`src/sdh_pkg.sv`:
```
// ----------------------------------------------------------------------------
// SD host sequencer package
// Shared types, codes and timing constants of the SD host sequencer.
// ----------------------------------------------------------------------------
package sdh_pkg;

    localparam logic [31:0] BLOCK_BYTES  = 32'd512;
    localparam logic [31:0] INIT_TIMEOUT = 32'd2000000;
    localparam logic [31:0] CMD_TIMEOUT  = 32'd100000;
    localparam logic [31:0] DATA_TIMEOUT = 32'd1000000;
    localparam logic [31:0] POWER_DELAY  = 32'd2000;
    localparam logic [31:0] RETRY_DELAY  = 32'd1000;
    localparam logic [22:0] MAX_BLOCKS   = 23'h7fffff;

    localparam int IN_BITS  = 296;
    localparam int OUT_BITS = 112;

    typedef enum logic [5:0] {
        PH_DETECT      = 6'd0,
        PH_POWER_UP    = 6'd1,
        PH_RESET       = 6'd2,
        PH_IFCOND      = 6'd3,
        PH_APP_INIT    = 6'd4,
        PH_OPCOND      = 6'd5,
        PH_OCR         = 6'd6,
        PH_CID         = 6'd7,
        PH_RCA         = 6'd8,
        PH_CSD         = 6'd9,
        PH_CSD_DATA    = 6'd10,
        PH_SELECT      = 6'd11,
        PH_SELECT_WAIT = 6'd12,
        PH_BLKLEN      = 6'd13,
        PH_APP_BUS     = 6'd14,
        PH_BUSW        = 6'd15,
        PH_CONFIG      = 6'd16,
        PH_READY       = 6'd17,
        PH_RD_CMD      = 6'd18,
        PH_RD_DATA     = 6'd19,
        PH_RD_STOP     = 6'd20,
        PH_RD_WAIT     = 6'd21,
        PH_RD_DONE     = 6'd22,
        PH_WR_APP      = 6'd23,
        PH_WR_ERASE    = 6'd24,
        PH_WR_CMD      = 6'd25,
        PH_WR_READY    = 6'd26,
        PH_WR_DATA     = 6'd27,
        PH_WR_BUSY     = 6'd28,
        PH_WR_DONE     = 6'd29,
        PH_WR_FIN      = 6'd30,
        PH_WR_FINISHED = 6'd31,
        PH_FAILED      = 6'd32
    } t_phase;

    localparam logic [2:0] ACT_POLL     = 3'd0;
    localparam logic [2:0] ACT_READ     = 3'd1;
    localparam logic [2:0] ACT_WSTART   = 3'd2;
    localparam logic [2:0] ACT_WCONT    = 3'd3;
    localparam logic [2:0] ACT_WFINISH  = 3'd4;
    localparam logic [2:0] ACT_WSINGLE  = 3'd5;
    localparam logic [2:0] ACT_INIT     = 3'd6;

    localparam logic [2:0] XR_WAIT    = 3'd0;
    localparam logic [2:0] XR_DONE    = 3'd1;
    localparam logic [2:0] XR_ERROR   = 3'd2;
    localparam logic [2:0] XR_TIMEOUT = 3'd3;
    localparam logic [2:0] XR_UNSUP   = 3'd4;

    localparam logic [1:0] ST_WAIT  = 2'd0;
    localparam logic [1:0] ST_IDLE  = 2'd1;
    localparam logic [1:0] ST_ERROR = 2'd2;

    localparam logic [2:0] CK_NONE   = 3'd0;
    localparam logic [2:0] CK_INIT   = 3'd1;
    localparam logic [2:0] CK_CMD    = 3'd2;
    localparam logic [2:0] CK_DATA   = 3'd3;
    localparam logic [2:0] CK_BUSY   = 3'd4;
    localparam logic [2:0] CK_CONFIG = 3'd5;

    localparam logic [2:0] RK_NONE = 3'd0;
    localparam logic [2:0] RK_R1   = 3'd1;
    localparam logic [2:0] RK_R2   = 3'd2;
    localparam logic [2:0] RK_R3   = 3'd3;
    localparam logic [2:0] RK_R6   = 3'd4;
    localparam logic [2:0] RK_R7   = 3'd5;

    localparam logic [1:0] PK_NONE  = 2'd0;
    localparam logic [1:0] PK_READ  = 2'd1;
    localparam logic [1:0] PK_CSD   = 2'd2;
    localparam logic [1:0] PK_WRITE = 2'd3;

    localparam logic [1:0] CFG_PRESENT = 2'd0;
    localparam logic [1:0] CFG_SPI     = 2'd1;
    localparam logic [1:0] CFG_DET_EN  = 2'd2;
    localparam logic [1:0] CFG_DET_INV = 2'd3;

    typedef struct packed {
        logic present;
        logic spi;
        logic det_en;
        logic det_inv;
    } t_cfg;

    typedef struct packed {
        logic [2:0]  action;
        logic [31:0] now_us;
        logic        detect_level;
        logic [31:0] start_page;
        logic [31:0] page_count;
        logic        buffer_valid;
        logic [2:0]  xfer_result;
        logic [31:0] resp_status;
        logic [31:0] resp_word0;
        logic [63:0] csd_hi;
        logic [63:0] csd_lo;
    } t_item;

    typedef struct packed {
        logic [1:0]  status;
        logic        reply;
        logic [2:0]  call_kind;
        logic [5:0]  cmd_index;
        logic [31:0] cmd_arg;
        logic [2:0]  resp_kind;
        logic [1:0]  prepare_kind;
        logic [31:0] buffer_offset;
        logic        abort_out;
        logic        stop_write_out;
        logic [22:0] block_count;
    } t_result;

    typedef struct packed {
        t_phase      phase;
        logic [22:0] cap;
        logic [15:0] card_addr;
        logic        v2;
        logic        hc;
        logic [31:0] init_time;
        logic [31:0] phase_time;
        logic [31:0] retry_time;
        logic        in_flight;
        logic [31:0] cmd_time;
        logic [31:0] cur_block;
        logic [31:0] blocks_left;
        logic        any_written;
        logic [31:0] buf_done;
    } t_state;

    typedef struct packed {
        logic [22:0] blocks;
        logic        ver1;
    } t_csd;

endpackage

```
`src/sdh_csd.sv`:
```
// ----------------------------------------------------------------------------
// SD host CSD decoder
// Derives the card capacity in blocks from the CSD register, saturated.
// ----------------------------------------------------------------------------
module sdh_csd (
    input  logic [63:0]   i_csd_hi,
    input  logic [63:0]   i_csd_lo,
    output sdh_pkg::t_csd o_csd
);
    import sdh_pkg::*;

    logic [7:0]  b0, b5, b6, b7, b8, b9, b10;
    logic [22:0] v1_size;
    logic [11:0] v0_size;
    logic [2:0]  v0_mult;
    logic [3:0]  v0_bl;
    logic [3:0]  v0_shift;
    logic [23:0] v0_blocks;

    assign b0  = i_csd_hi[63:56];
    assign b5  = i_csd_hi[23:16];
    assign b6  = i_csd_hi[15:8];
    assign b7  = i_csd_hi[7:0];
    assign b8  = i_csd_lo[63:56];
    assign b9  = i_csd_lo[55:48];
    assign b10 = i_csd_lo[47:40];

    assign v1_size   = {1'b0, b7[5:0], b8, b9} + 23'd1;
    assign v0_size   = {b6[1:0], b7, b8[7:6]};
    assign v0_mult   = {b9[1:0], b10[7]};
    assign v0_bl     = b5[3:0];
    assign v0_shift  = 4'(v0_mult) + v0_bl - 4'd7;
    assign v0_blocks = ({11'd0, {1'b0, v0_size} + 13'd1}) << v0_shift;

    always_comb begin
        o_csd.ver1   = (b0[7:6] == 2'd1);
        o_csd.blocks = '0;
        unique case (b0[7:6])
            2'd1: begin
                o_csd.blocks = (v1_size[22:13] != '0) ? MAX_BLOCKS : {v1_size[12:0], 10'd0};
            end
            2'd0: begin
                if (v0_bl >= 4'd9 && v0_bl <= 4'd11) begin
                    o_csd.blocks = v0_blocks[23] ? MAX_BLOCKS : v0_blocks[22:0];
                end
            end
            default: o_csd.blocks = '0;
        endcase
    end

endmodule

```
`config.mk`:
```
export PLATFORM = sky130hd
export DESIGN_NAME = sdh_csd
export DESIGN_NICKNAME = d
export VERILOG_FILES = /design/src/sdh_pkg.sv /design/src/sdh_csd.sv
export SDC_FILE = /design/constraint.sdc
export NUM_CORES = 1
export LEC_CHECK = 0
export BUFFER_PORTS_ARGS = -buffer_cell sky130_fd_sc_hd__buf_2
export CAP_MARGIN = 15
export CORE_ASPECT_RATIO = 0.7
export CORE_MARGIN = 4
export CORE_UTILIZATION = 41
export DETAILED_ROUTE_END_ITERATION = 12
export MAX_ROUTING_LAYER = met4
export PLACE_DENSITY = 0.8
export SYNTH_ARGS = -nofsm -noshare
export SYNTH_HDL_FRONTEND = slang
export SYNTH_SLANG_ARGS = --single-unit
```
`constraint.sdc`:
```
create_clock -name vclk -period 2.6
set_input_delay 0.13 -clock vclk [all_inputs]
set_output_delay 0.13 -clock vclk [all_outputs]
set_load 0.02 [all_outputs]
```
==> summary.md <==
| Metric | Value |
|---|---|
| Int Power | `287 uW` |
| Routed wl met2 | `3.22 mm` |
| Io pins | `152` |
| Drt drc | `0` |
| Max VDD drop | `92.7 uV` |
| Global route overflow | `0` |
| Vias in the first global route | `2325` |
| Crit-path max FO | `16` |
| Slew of the pin with the lowest slew margin | `0.573 ns` |
| Overall Global Routing Usage | `22.7%` |
| Final setup violation count | `0` |
| WP data required | `2.47 ns` |
| Initial Util | `44.0%` |
| Layout cells sized above 1 | `34.2%` |
| Min-Delay Path Class | `primary input to output port` |
| Clock power frac | `0%` |
| Power Density | `274 nW/um^2` |
| Critical path cell sequence | `buf_2, inv_1, ha_1, buf_6, inv_1, buf_4, a211oi_1, or4_1, o31ai_2, nand2b_1, a21oi_1, o21ai_1, buf_4` |
| Final Util | `58.5%` |
| Post-synth top area share | `5.91%` |
| Max Used Layer | `met4` |
| Largest net degree at the start of global routing | `20` |
| # clk buffers | `0` |
| Most numerous cell in the Yosys netlist | `nand2_1` |
| Min cycle time layout | `2.52 ns` |
| Critical path class | `primary input to output port` |
| Hold Violations, Final | `0` |
| DRT Pass-1 Iters | `8` |
| P_sw | `429 uW` |
| Crit-path slowest cell | `or4_1` |
| Setup TNS | `0 ns` |
| WL/cell | `17.0 um` |
| I/O Buffers | `57` |
| Rel. slew slack | `61.6%` |
| Met1 wire length | `3.32 mm` |
| Syn Area/Cell | `6.48 um^2` |
| Area delta synth->final | `33.0%` |
| Critical Path Max Stage Delay | `0.56 ns` |
| Cell row count | `20` |
| FF+latch count | `0` |
| CP delay by family, top | `buffers and inverters` |
| Final nets | `514` |
| Worst setup margin | `0.0822 ns` |
| Post-Syn Nets | `439` |
| Leakage | `1.11 nW` |
| Sequential share of the synthesized area | `0%` |
| Die area | `5990 um^2` |
| Nature of the critical path endpoint | `output port` |
| Switching Fraction | `59.9%` |
| # fillers | `416` |
| 1st-iter DRT viols | `446` |
| Fmax | `0.397 GHz` |
| Initial antenna violation count | `0` |
| Final Hold Slack | `0.770 ns` |
| Status | `finished, final reports clean` |
| Die H | `66.0 um` |
| Core area | `4480 um^2` |
| Instance count of the mapped netlist | `304` |
| Yosys top cell by area | `nand2_1` |
| Antenna-violating nets left | `0` |
| Worst Setup Start Kind | `primary input` |
| Pre-CTS WS | `0.0197 ns` |
| Synth warn | `0` |
| DR vias/cell | `6.41` |
| Vias | `2767` |
| Global-route wire length before repair | `11.2 mm` |
| Most frequent cells after synthesis | `31 x nand2_1, 30 x nor2_1, 16 x nand3_1` |
| Sequential power share | `0%` |
| Reg area | `0 um^2` |
| Max-cap violations | `0` |
| DP Wirelength | `5.72 mm` |
| Routed Wire Length | `7.34 mm` |
| Post-Place Cells | `431` |
| Mapped Area | `1970 um^2` |
| Main area contributors after synthesis | `nand2_1 5.9%, nor2_1 5.7%, mux2i_1 5.1%, xnor2_1 4.9%, o31ai_1 4.6%` |
| Buf/Inv on CP | `6` |
| Final Instance Count excl. Fillers | `432` |
| CP Depth | `13` |
| Die X | `90.8 um` |
| Max-slew violations | `0` |
| Comb pwr share | `100.0%` |
| Routability congestion estimate from global placement | `0.994` |
| Met3 WL | `746 um` |
| Post-synth cell types | `62` |
| Hold path cells | `4` |
| Ant diodes | `0` |
| Arr. time, crit path | `2.39 ns` |
| Period utilization | `96.8%` |
==> cell usage in the layout (no fill, tap or decap), types with 9 or more instances in the layout <==
master	instances
nand3_1	16
nor3_1	9
buf_4	42
xnor2_1	10
o21ai_1	12
nand4_1	9
a21oi_1	14
buf_2	54
nor2_1	30
nand2_1	30
==> layout make-up <==
cell class | count | area, um^2 | area share [%]
multi-input combinational | 268 | 1880 | 71.7
inverter | 9 | 33.8 | 1.29
timing repair buffer | 100 | 639 | 24.4
tap | 55 | 68.8 | 2.63
==> worst paths after layout <==
| kind | from | endpoint | slack [ns] |
|---|---|---|---|
| setup / recovery | i_csd_hi[16] | o_csd[19] | 0.08 |
| hold / removal | i_csd_hi[63] | o_csd[0] | 0.77 |
==> cells by family after synthesis <==
group                    synth area share (%)
multiplexers                             6.23
buffers and inverters                    8.58
AO/OA/AOI/OAI                            38.2
XOR/XNOR                                 8.45
adder cells (fa/ha/maj)                  4.83
AND/OR/NAND/NOR                          33.7
==> per-layer routing <==
layer	global-route usage, %	up-vias
li1	-	1315
met1	33.2	1281
met2	35.0	165
met3	2.39	6
met4	1.50	0
met5	-	-
==> per-stage QoR <==
step                power [mW]  area, um^2
finish                   0.717        2620
detailed placement       0.650        2500
floorplan                0.419        1970
CTS                      0.654        2500
global placement         0.641        2500
global route             0.769        2620
==> timing repair <==
action | 4_1_cts | 5_1_grt
setup buffers | 0 | 1
endpoints found under the setup margin | 0 | 23
hold buffers | 0 | 0
gates resized for setup | 0 | 27
==> power groups by stage <==
| stage | registers [mW] | clock network, mW | logic, mW |
|---|---|---|---|
| after floorplan | 0 | 0 | 0.419 |
| after global placement | 0 | 0 | 0.641 |
| after detailed placement | 0 | 0 | 0.650 |
| after CTS | 0 | 0 | 0.654 |
| after global routing | 0 | 0 | 0.769 |
| final | 0 | 0 | 0.717 |
Power figures use the tool's default switching activity.
